==> config.mk <==
export PLATFORM = sky130hd
export DESIGN_NAME = moving_average_filter_flat
export DESIGN_NICKNAME = d
export VERILOG_FILES = /design/src/rtl/mavg_pkg.sv /design/src/rtl/mavg_chan_if.sv /design/src/rtl/mavg_cell.sv /design/src/rtl/mavg_tree.sv /design/src/rtl/mavg_div.sv /design/src/rtl/moving_average_filter.sv /design/src/flat_wrapper.sv
export SDC_FILE = /design/constraint.sdc
export NUM_CORES = 2
export LEC_CHECK = 0
export BUFFER_PORTS_ARGS = -buffer_cell sky130_fd_sc_hd__buf_2
export CORE_ASPECT_RATIO = 0.9
export CORE_MARGIN = 5
export CORE_UTILIZATION = 59
export DETAILED_ROUTE_END_ITERATION = 10
export GPL_TIMING_DRIVEN = 0
export HOLD_SLACK_MARGIN = 0.15
export PLACE_DENSITY_LB_ADDON = 0.25
export SLEW_MARGIN = 5
export SYNTH_ARGS = -nofsm -noshare
export SYNTH_HDL_FRONTEND = slang
export SYNTH_SLANG_ARGS = --single-unit
==> constraint.sdc <==
create_clock -name clk -period 9.9 [get_ports clk]
set_clock_uncertainty 0.05 [all_clocks]
set_input_delay 1.485 -clock clk [delete_from_list [all_inputs] [get_ports clk]]
set_output_delay 1.485 -clock clk [all_outputs]
set_load 0.005 [all_outputs]
==> src/rtl/mavg_pkg.sv <==
// ----------------------------------------------------------------------------
// mavg_pkg
// Shared widths, payload types and the reciprocal table of the
// moving-average filter.
// ----------------------------------------------------------------------------
package mavg_pkg;

    localparam int SAMPLE_W    = 16;
    localparam int WLEN_W      = 4;
    localparam int MIN_WINDOW  = 3;
    localparam int RECIP_W     = 31;
    localparam int RECIP_SHIFT = 32;

    localparam logic [WLEN_W-1:0] WINDOW_RESET = 4'd3;

    typedef logic [WLEN_W-1:0]  wlen_t;
    typedef logic [RECIP_W-1:0] recip_t;

    typedef struct packed {
        logic signed [SAMPLE_W-1:0] sample;
        logic                       frame_start;
    } sample_req_t;

    typedef struct packed {
        logic signed [SAMPLE_W-1:0] average;
    } average_t;

    typedef struct packed {
        wlen_t window_length;
    } cfg_t;

    // ceil(2^32 / w); exact floor division for magnitudes below 2^20
    function automatic recip_t recip_of(input wlen_t w);
        recip_t r;
        case (w)
            4'd3:    r = 31'h55555556;
            4'd4:    r = 31'h40000000;
            4'd5:    r = 31'h33333334;
            4'd6:    r = 31'h2AAAAAAB;
            4'd7:    r = 31'h24924925;
            4'd8:    r = 31'h20000000;
            4'd9:    r = 31'h1C71C71D;
            4'd10:   r = 31'h1999999A;
            4'd11:   r = 31'h1745D175;
            4'd12:   r = 31'h15555556;
            4'd13:   r = 31'h13B13B14;
            4'd14:   r = 31'h12492493;
            4'd15:   r = 31'h11111112;
            default: r = '0;
        endcase
        return r;
    endfunction

endpackage

==> src/rtl/mavg_chan_if.sv <==
// ----------------------------------------------------------------------------
// mavg_chan_if
// Valid/ready channel carrying one payload per request.
// ----------------------------------------------------------------------------
interface mavg_chan_if #(
    parameter type payload_t = logic
);
    logic     valid;
    logic     ready;
    payload_t data;

    modport source (output valid, output data, input ready);
    modport sink   (input valid, input data, output ready);
endinterface

==> src/rtl/mavg_cell.sv <==
// ----------------------------------------------------------------------------
// mavg_cell
// One window position: holds a sample, passes it to the next cell on each
// accepted request and offers its sign-extended term while inside the window.
// ----------------------------------------------------------------------------
module mavg_cell #(
    parameter int INDEX = 0,
    parameter int SUM_W = 20
) (
    input  logic                                 clk,
    input  logic                                 shift,
    input  logic signed [mavg_pkg::SAMPLE_W-1:0] prev_sample,
    input  mavg_pkg::wlen_t                      window_length,
    output logic signed [mavg_pkg::SAMPLE_W-1:0] sample,
    output logic signed [SUM_W-1:0]              term
);

    logic signed [mavg_pkg::SAMPLE_W-1:0] sample_reg;
    logic signed [mavg_pkg::SAMPLE_W-1:0] sample_next;

    always_comb
    begin
        sample_next = shift ? prev_sample : sample_reg;
    end

    always_ff @(posedge clk)
    begin
        sample_reg <= sample_next;
    end

    assign sample = sample_reg;
    assign term   = (mavg_pkg::WLEN_W'(INDEX) < window_length) ? SUM_W'(sample_reg) : '0;

endmodule

==> src/rtl/mavg_tree.sv <==
// ----------------------------------------------------------------------------
// mavg_tree
// Registered binary adder tree, one level per stage, with a valid/ready
// handshake that lets bubbles collapse.
// ----------------------------------------------------------------------------
module mavg_tree #(
    parameter int LEVELS = 4,
    parameter int SUM_W  = 20
) (
    input  logic                    clk,
    input  logic                    rst_n,
    input  logic                    in_valid,
    output logic                    in_ready,
    input  logic signed [SUM_W-1:0] leaves [1 << LEVELS],
    output logic                    out_valid,
    input  logic                    out_ready,
    output logic signed [SUM_W-1:0] sum
);

    localparam int LEAVES = 1 << LEVELS;

    logic                    valid_reg  [LEVELS];
    logic                    valid_next [LEVELS];
    logic                    level_en   [LEVELS];
    logic                    node_en    [1:LEAVES-1];
    logic signed [SUM_W-1:0] node_reg   [1:LEAVES-1];
    logic signed [SUM_W-1:0] node_next  [1:LEAVES-1];

    // depth 0 is the root; a level moves when it is empty or the one nearer the root moves
    always_comb
    begin
        level_en[0] = !valid_reg[0] || out_ready;
        for (int d = 1; d < LEVELS; d++)
        begin
            level_en[d] = !valid_reg[d] || level_en[d-1];
        end
        for (int d = 0; d < LEVELS; d++)
        begin
            if (d == LEVELS - 1)
                valid_next[d] = level_en[d] ? in_valid : valid_reg[d];
            else
                valid_next[d] = level_en[d] ? valid_reg[d+1] : valid_reg[d];
        end
    end

    for (genvar i = 1; i < LEAVES; i++)
    begin : g_node
        localparam int DEPTH = $clog2(i + 1) - 1;

        assign node_en[i] = level_en[DEPTH];

        if (2 * i >= LEAVES)
        begin : g_from_leaves
            assign node_next[i] = leaves[2*i-LEAVES] + leaves[2*i+1-LEAVES];
        end
        else
        begin : g_from_nodes
            assign node_next[i] = node_reg[2*i] + node_reg[2*i+1];
        end
    end

    always_ff @(posedge clk or negedge rst_n)
    begin
        if (!rst_n)
        begin
            for (int d = 0; d < LEVELS; d++)
            begin
                valid_reg[d] <= 1'b0;
            end
        end
        else
        begin
            for (int d = 0; d < LEVELS; d++)
            begin
                valid_reg[d] <= valid_next[d];
            end
        end
    end

    always_ff @(posedge clk)
    begin
        for (int i = 1; i < LEAVES; i++)
        begin
            if (node_en[i])
                node_reg[i] <= node_next[i];
        end
    end

    assign in_ready  = level_en[LEVELS-1];
    assign out_valid = valid_reg[0];
    assign sum       = node_reg[1];

endmodule

==> src/rtl/mavg_div.sv <==
// ----------------------------------------------------------------------------
// mavg_div
// Signed division of the window sum by the window length, truncated toward
// zero: magnitude, reciprocal multiply, sign restore into the output register.
// ----------------------------------------------------------------------------
module mavg_div #(
    parameter int SUM_W = 20
) (
    input  logic                                 clk,
    input  logic                                 rst_n,
    input  mavg_pkg::wlen_t                      window_length,
    input  logic                                 in_valid,
    output logic                                 in_ready,
    input  logic signed [SUM_W-1:0]              sum,
    output logic                                 out_valid,
    input  logic                                 out_ready,
    output logic signed [mavg_pkg::SAMPLE_W-1:0] average
);

    localparam int PROD_W = SUM_W + mavg_pkg::RECIP_W;
    localparam int QUOT_W = PROD_W - mavg_pkg::RECIP_SHIFT;

    logic                 mag_valid_reg, mag_valid_next;
    logic                 prod_valid_reg, prod_valid_next;
    logic                 out_valid_reg, out_valid_next;
    logic                 mag_en, prod_en, out_en;

    logic [SUM_W-1:0]     mag_reg, mag_next;
    logic                 mag_neg_reg, mag_neg_next;
    mavg_pkg::recip_t     recip_reg, recip_next;
    logic [PROD_W-1:0]    prod_reg, prod_next;
    logic                 prod_neg_reg, prod_neg_next;
    logic [QUOT_W-1:0]    quot;
    logic [QUOT_W-1:0]    quot_signed;
    logic signed [mavg_pkg::SAMPLE_W-1:0] average_reg, average_next;

    always_comb
    begin
        out_en  = !out_valid_reg || out_ready;
        prod_en = !prod_valid_reg || out_en;
        mag_en  = !mag_valid_reg || prod_en;

        mag_valid_next  = mag_en  ? in_valid       : mag_valid_reg;
        prod_valid_next = prod_en ? mag_valid_reg  : prod_valid_reg;
        out_valid_next  = out_en  ? prod_valid_reg : out_valid_reg;

        // magnitude of the most negative sum wraps to the right unsigned value
        mag_neg_next = mag_en ? sum[SUM_W-1] : mag_neg_reg;
        mag_next     = mag_reg;
        recip_next   = recip_reg;
        if (mag_en)
        begin
            mag_next   = sum[SUM_W-1] ? (~SUM_W'(sum) + 1'b1) : SUM_W'(sum);
            recip_next = mavg_pkg::recip_of(window_length);
        end

        prod_next     = prod_en ? (PROD_W'(mag_reg) * PROD_W'(recip_reg)) : prod_reg;
        prod_neg_next = prod_en ? mag_neg_reg : prod_neg_reg;

        quot         = prod_reg[PROD_W-1:mavg_pkg::RECIP_SHIFT];
        quot_signed  = prod_neg_reg ? (~quot + 1'b1) : quot;
        average_next = out_en ? quot_signed[mavg_pkg::SAMPLE_W-1:0] : average_reg;
    end

    always_ff @(posedge clk or negedge rst_n)
    begin
        if (!rst_n)
        begin
            mag_valid_reg  <= 1'b0;
            prod_valid_reg <= 1'b0;
            out_valid_reg  <= 1'b0;
        end
        else
        begin
            mag_valid_reg  <= mag_valid_next;
            prod_valid_reg <= prod_valid_next;
            out_valid_reg  <= out_valid_next;
        end
    end

    always_ff @(posedge clk)
    begin
        mag_reg      <= mag_next;
        mag_neg_reg  <= mag_neg_next;
        recip_reg    <= recip_next;
        prod_reg     <= prod_next;
        prod_neg_reg <= prod_neg_next;
        average_reg  <= average_next;
    end

    assign in_ready  = mag_en;
    assign out_valid = out_valid_reg;
    assign average   = average_reg;

endmodule

==> src/rtl/moving_average_filter.sv <==
// ----------------------------------------------------------------------------
// moving_average_filter
// Boxcar moving average over signed 16-bit samples with a configurable
// window length of 3 to MAX_WINDOW.
// ----------------------------------------------------------------------------
//   channel    dir   payload                           notes
//   samples    in    sample (s16), frame_start         one request per sample
//   averages   out   average (s16)                     only for full windows
//   cfg        in    window_length (u4)                always ready
//
// Sustains one sample per cycle while averages.ready stays high; the rate is
// set by the sample cell chain, which shifts once per accepted request.
// From accept to result the data passes the cell load, one adder tree level per
// register, the magnitude, the multiply and the output register.
// Reset clears the fill count, the pipeline valids and sets the window to 3;
// the sample cells are not cleared. Stalls collapse bubbles stage by stage.
// ----------------------------------------------------------------------------
module moving_average_filter #(
    parameter int MAX_WINDOW = 10
) (
    input logic   clk,
    input logic   rst_n,
    mavg_chan_if.sink   samples,
    mavg_chan_if.source averages,
    mavg_chan_if.sink   cfg
);

    localparam int LEVELS = $clog2(MAX_WINDOW);
    localparam int LEAVES = 1 << LEVELS;
    localparam int SUM_W  = mavg_pkg::SAMPLE_W + LEVELS;
    localparam int FILL_W = $clog2(MAX_WINDOW + 1);
    localparam int CMP_W  = (FILL_W > mavg_pkg::WLEN_W) ? FILL_W : mavg_pkg::WLEN_W;

    mavg_pkg::wlen_t   window_length_reg, window_length_next;
    logic [FILL_W-1:0] fill_count_reg, fill_count_next;
    logic [FILL_W-1:0] fill_base;
    logic              cells_valid_reg, cells_valid_next;
    logic              accept;
    logic              window_ok;
    logic              emit;
    logic              tree_ready;
    logic              tree_valid;
    logic              div_ready;

    logic signed [mavg_pkg::SAMPLE_W-1:0] chain [MAX_WINDOW];
    logic signed [SUM_W-1:0]              leaves [LEAVES];
    logic signed [SUM_W-1:0]              window_sum;
    mavg_pkg::sample_req_t                req;

    assign req       = samples.data;
    assign cfg.ready = 1'b1;

    // the cells hold one window at a time; advance them only when it moves on
    assign samples.ready = !cells_valid_reg || tree_ready;
    assign accept        = samples.valid && samples.ready;

    always_comb
    begin
        window_length_next = (cfg.valid && cfg.ready) ? cfg.data.window_length
                                                      : window_length_reg;

        fill_base       = req.frame_start ? '0 : fill_count_reg;
        fill_count_next = fill_count_reg;
        if (accept)
        begin
            fill_count_next = (CMP_W'(fill_base) < CMP_W'(MAX_WINDOW))
                              ? fill_base + 1'b1 : fill_base;
        end

        window_ok = (CMP_W'(window_length_reg) >= CMP_W'(mavg_pkg::MIN_WINDOW))
                 && (CMP_W'(window_length_reg) <= CMP_W'(MAX_WINDOW));
        emit      = window_ok && (CMP_W'(fill_count_next) >= CMP_W'(window_length_reg));

        cells_valid_next = samples.ready ? (accept && emit) : cells_valid_reg;
    end

    always_ff @(posedge clk or negedge rst_n)
    begin
        if (!rst_n)
        begin
            window_length_reg <= mavg_pkg::WINDOW_RESET;
            fill_count_reg    <= '0;
            cells_valid_reg   <= 1'b0;
        end
        else
        begin
            window_length_reg <= window_length_next;
            fill_count_reg    <= fill_count_next;
            cells_valid_reg   <= cells_valid_next;
        end
    end

    for (genvar k = 0; k < LEAVES; k++)
    begin : g_cell
        if (k < MAX_WINDOW)
        begin : g_live
            mavg_cell #(
                .INDEX (k),
                .SUM_W (SUM_W)
            ) u_cell (
                .clk           (clk),
                .shift         (accept),
                .prev_sample   ((k == 0) ? req.sample : chain[(k == 0) ? 0 : k-1]),
                .window_length (window_length_reg),
                .sample        (chain[k]),
                .term          (leaves[k])
            );
        end
        else
        begin : g_pad
            assign leaves[k] = '0;
        end
    end

    mavg_tree #(
        .LEVELS (LEVELS),
        .SUM_W  (SUM_W)
    ) u_tree (
        .clk       (clk),
        .rst_n     (rst_n),
        .in_valid  (cells_valid_reg),
        .in_ready  (tree_ready),
        .leaves    (leaves),
        .out_valid (tree_valid),
        .out_ready (div_ready),
        .sum       (window_sum)
    );

    mavg_div #(
        .SUM_W (SUM_W)
    ) u_div (
        .clk           (clk),
        .rst_n         (rst_n),
        .window_length (window_length_reg),
        .in_valid      (tree_valid),
        .in_ready      (div_ready),
        .sum           (window_sum),
        .out_valid     (averages.valid),
        .out_ready     (averages.ready),
        .average       (averages.data.average)
    );

    // a frame start restarts the count at one
    assert property (@(posedge clk) disable iff (!rst_n)
        accept && req.frame_start |=> fill_count_reg == FILL_W'(1))
    else $error("fill count did not restart on frame start");

    // the count saturates at the deepest window
    assert property (@(posedge clk) disable iff (!rst_n)
        accept && !req.frame_start && (CMP_W'(fill_count_reg) == CMP_W'(MAX_WINDOW))
        |=> CMP_W'(fill_count_reg) == CMP_W'(MAX_WINDOW))
    else $error("fill count left saturation");

    // input backpressure only while the cells hold an unsummed window
    assert property (@(posedge clk) disable iff (!rst_n)
        !samples.ready |-> cells_valid_reg && !tree_ready)
    else $error("input stalled without a held window");

    // a held window stays held until the tree takes it
    assert property (@(posedge clk) disable iff (!rst_n)
        cells_valid_reg && !tree_ready |=> cells_valid_reg)
    else $error("held window dropped");

endmodule

==> src/flat_wrapper.sv <==
// flat-port wrapper written by rule: the top's interface ports become plain ports
module moving_average_filter_flat 
#(
    parameter int MAX_WINDOW = 10
)
  (clk, rst_n, samples_valid, samples_data, samples_ready, averages_valid, averages_data, averages_ready, cfg_valid, cfg_data, cfg_ready);
  mavg_chan_if #(.payload_t(mavg_pkg::sample_req_t)) samples_i ();
  mavg_chan_if #(.payload_t(mavg_pkg::average_t)) averages_i ();
  mavg_chan_if #(.payload_t(mavg_pkg::cfg_t)) cfg_i ();
  input logic clk;
  input logic rst_n;
  input wire logic [$bits(samples_i.valid)-1:0] samples_valid;
  input wire logic [$bits(samples_i.data)-1:0] samples_data;
  output wire logic [$bits(samples_i.ready)-1:0] samples_ready;
  output wire logic [$bits(averages_i.valid)-1:0] averages_valid;
  output wire logic [$bits(averages_i.data)-1:0] averages_data;
  input wire logic [$bits(averages_i.ready)-1:0] averages_ready;
  input wire logic [$bits(cfg_i.valid)-1:0] cfg_valid;
  input wire logic [$bits(cfg_i.data)-1:0] cfg_data;
  output wire logic [$bits(cfg_i.ready)-1:0] cfg_ready;
  assign samples_i.valid = samples_valid;
  assign samples_i.data = samples_data;
  assign samples_ready = samples_i.ready;
  assign averages_valid = averages_i.valid;
  assign averages_data = averages_i.data;
  assign averages_i.ready = averages_ready;
  assign cfg_i.valid = cfg_valid;
  assign cfg_i.data = cfg_data;
  assign cfg_ready = cfg_i.ready;
  moving_average_filter #(.MAX_WINDOW(MAX_WINDOW)) u_core (.clk(clk), .rst_n(rst_n), .samples(samples_i), .averages(averages_i), .cfg(cfg_i));
endmodule
==> flow_metrics.env <==
export IMPL_hold_start="u_core.u_tree.node_reg[0][256]"
export IMPL_place_area_sq_um=42800
export IMPL_r2r_end="u_core.u_div.prod_reg[41]"
export IMPL_die_w_um=289
export IMPL_finalSetupTns_ns=0
export IMPL_routed_wirelength_um=104000
export IMPL_io_buffer_count=43
export IMPL_avgSynthCellArea_sq_um=11.0
export IMPL_final_area_sq_um=44300
export IMPL_drtPass1Iterations=8
export IMPL_seq_area_frac_synth=0.342
export IMPL_tightest_slew_ns=1.28
export IMPL_root_buffer="clkbuf_16"
export IMPL_async_flop_share=0.0339
export IMPL_synthAdderAreaFrac=0.347
export IMPL_critPathKind="register to register"
export IMPL_path_max_fanout=10
export IMPL_synth_compound_area_share=0.0696
export IMPL_relSlewSlack=0.149
export IMPL_gp_congestion=0.944
export IMPL_finalSetupViolations=0
export IMPL_finalHoldViolCount=0
export IMPL_final_nets=4721
export IMPL_pre_cts_ws_ns=0.965
export IMPL_fin_crit_ns=8.94
export IMPL_synthMuxAreaShare=0
export IMPL_rows=92
export IMPL_vias=26700
export IMPL_pin_count=45
export IMPL_cap_viol_max_count=0
export IMPL_rsz0062_at_grt="no"
export IMPL_tritoncts="yes"
export IMPL_worst_setup_path_end_kind="register"
export IMPL_hold_depth=0
export IMPL_hold_buffers=0
export IMPL_post_drt_wl_per_cell_um=21.4
export IMPL_h_tree_depth=2
export IMPL_yosys_warnings=0
export IMPL_grt_antenna_before_repair=3
export IMPL_die_h_um=261
export IMPL_synth_top_family_by_area="adder cells"
export IMPL_fmax_ghz=0.112
export IMPL_track_usage=0.284
export IMPL_place_hpwl_um=81200
export IMPL_grt_max_degree=98
export IMPL_largest_register_ffs=220
export IMPL_crit_arrival_ns=9.21
export IMPL_clockBufferDepth=3
export IMPL_start_kind="register"
export IMPL_fin_crit_sh=0.903
export IMPL_drc_errors=0
export IMPL_reg2reg_depth=24
export IMPL_first_global_vias=29000
export IMPL_drive_above_1_share=0.0385
export IMPL_crit_top_cell="fa_1"
export IMPL_hold_end="u_core.u_tree.node_reg[0][136]"
export IMPL_status="finished, final reports clean"
export IMPL_synthSimpleGateAreaFrac=0.130
export IMPL_post_cts_resized=0
export IMPL_floorplan_initialDensity=0.593
export IMPL_antenna_left=0
export IMPL_cts_setup_buffers=0
export IMPL_critPathLaunch="u_core.u_div.recip_reg[28]"
export IMPL_crit_slowest_cell="clkbuf_1"
export IMPL_ys_ff_latch=472
export IMPL_reg2reg_slack_ns=0.96
export IMPL_cts_sinks=472
export IMPL_numCtsBuffers=49
export IMPL_final_cell_mix="inv_1, fa_1, edfxtp_1, ha_1, and2_1"
export IMPL_synth_cells=3764
export IMPL_drtIter0Drc=1887
export IMPL_clkLatencyLatePin_ns=0.60
export IMPL_crit_chain="clkbuf_1, clkbuf_1, and2_1, fa_1, fa_1, inv_1, fa_1, inv_1, fa_1, fa_1, fa_1, inv_1, fa_1, inv_1, ha_1, a211oi_1, o21ai_0, a221oi_1, a211oi_2, o21ai_2, o21bai_1, a31o_2, a2111oi_0, nor3_1"
export IMPL_via_per_inst=5.52
export IMPL_grt_pass1_wl_um=161000
export IMPL_reg2reg_from="u_core.u_div.recip_reg[28]"
export IMPL_clkTransAtPathRegs_ns=0.06
export IMPL_overflow=0
export IMPL_setup_ws_ns=0.961
export IMPL_synth_flop_cell="edfxtp_1"
export IMPL_syn_area_sq_um=41300
export IMPL_nFillCells=5592
export IMPL_synthXorXnorAreaFrac=0.0382
export IMPL_synth_distinct_cells=75
export IMPL_required_ns=10.17
export IMPL_core_area_sq_um=69600
export IMPL_syn2layout_area_growth_pct=7.38
export IMPL_min_path_type="register to register"
export IMPL_fin_util=0.636
export IMPL_die_area_sq_um=75300
export IMPL_synth_edf_count=456
export IMPL_slew_violations=0
export IMPL_layout_commonest_cell="inv_1"
export IMPL_syn_nets=4622
export IMPL_cp_slowest_stage_delay_ns=0.75
-- how the worst max path moves through the flow --
stage | to | slack [ns] | cells after the start
after CTS | u_core.u_div.prod_reg[41] | 0.99 | 24
final | u_core.u_div.prod_reg[41] | 0.96 | 24
after detailed placement | u_core.u_div.prod_reg[41] | 0.96 | 24
after global routing | u_core.u_div.prod_reg[41] | 0.56 | 24
after floorplan | u_core.u_div.prod_reg[41] | 2.97 | 24
after global placement | u_core.u_tree.node_reg[0][178] | 0.60 | 6
-- synthesized netlist by cell type (36+ instances only) --
master / instances / area (sq um)
a21o_1: 49 / 368
xnor2_1: 131 / 1150
nor2b_1: 133 / 832
and2_1: 304 / 1900
edfxtp_1: 456 / 13700
nor2_1: 107 / 402
inv_1: 706 / 2650
nor3_1: 36 / 180
nand2_1: 282 / 1060
fa_1: 519 / 10400
ha_1: 313 / 3920
clkbuf_1: 103 / 387
a21oi_1: 148 / 741
xor2_1: 49 / 429
o21ai_0: 64 / 320
-- cells by family (layout without fill, tap and decap cells) --
group | count (synthesis) | in the layout
AOI/OAI and AO/OA | 446 | 446
xor gates and xnor gates | 180 | 180
adders and majority gates | 832 | 832
buffers and inverters | 812 | 945
DFF | 472 | 472
other | 1 | 2
and+or+nand+nor | 1021 | 1021
-- critical path: cells and delay by family, from the launching register on --
kind,cells,cell delay (ns)
AOI/OAI and AO/OA,8,2.25
adders and majority gates,8,3.76
buffers and inverters,6,1.59
DFF,1,0.50
and+or+nand+nor,2,0.54
-- through the flow --
step	instances	hold slack [ns]
after floorplan	3764	0.350
after global placement	4747	0.351
after detailed placement	4752	0.355
after CTS	4837	0.357
after global routing	4837	0.361
final	4838	0.358
-- routing by layer --
| metal | global-route usage | wire, um | part of all wire |
|---|---|---|---|
| met2 | 0.505 | 52400 | 0.51 |
| met1 | 0.342 | 38100 | 0.37 |
| met3 | 0.0565 | 8120 | 0.078 |
| met4 | 0.111 | 5050 | 0.049 |
| met5 | 0 | 0 | 0 |
-- cell type report --
| class | count | area (sq um) | area share |
|---|---|---|---|
| Multi-Input combinational cell | 2480 | 24100 | 0.545 |
| Sequential cell | 472 | 14100 | 0.318 |
| Inverter | 708 | 2670 | 0.0601 |
| Clock buffer | 60 | 1270 | 0.0286 |
| Tap cell | 940 | 1180 | 0.0265 |
| Buffer | 104 | 394 | 0.00889 |
| Timing Repair Buffer | 48 | 338 | 0.00762 |
| Clock inverter | 25 | 230 | 0.00519 |
| Antenna cell | 1 | 2.50 | 0.0000565 |
Power is not shown: default switching activity piles up to over one toggle a cycle in this logic, so the estimate is an artifact.
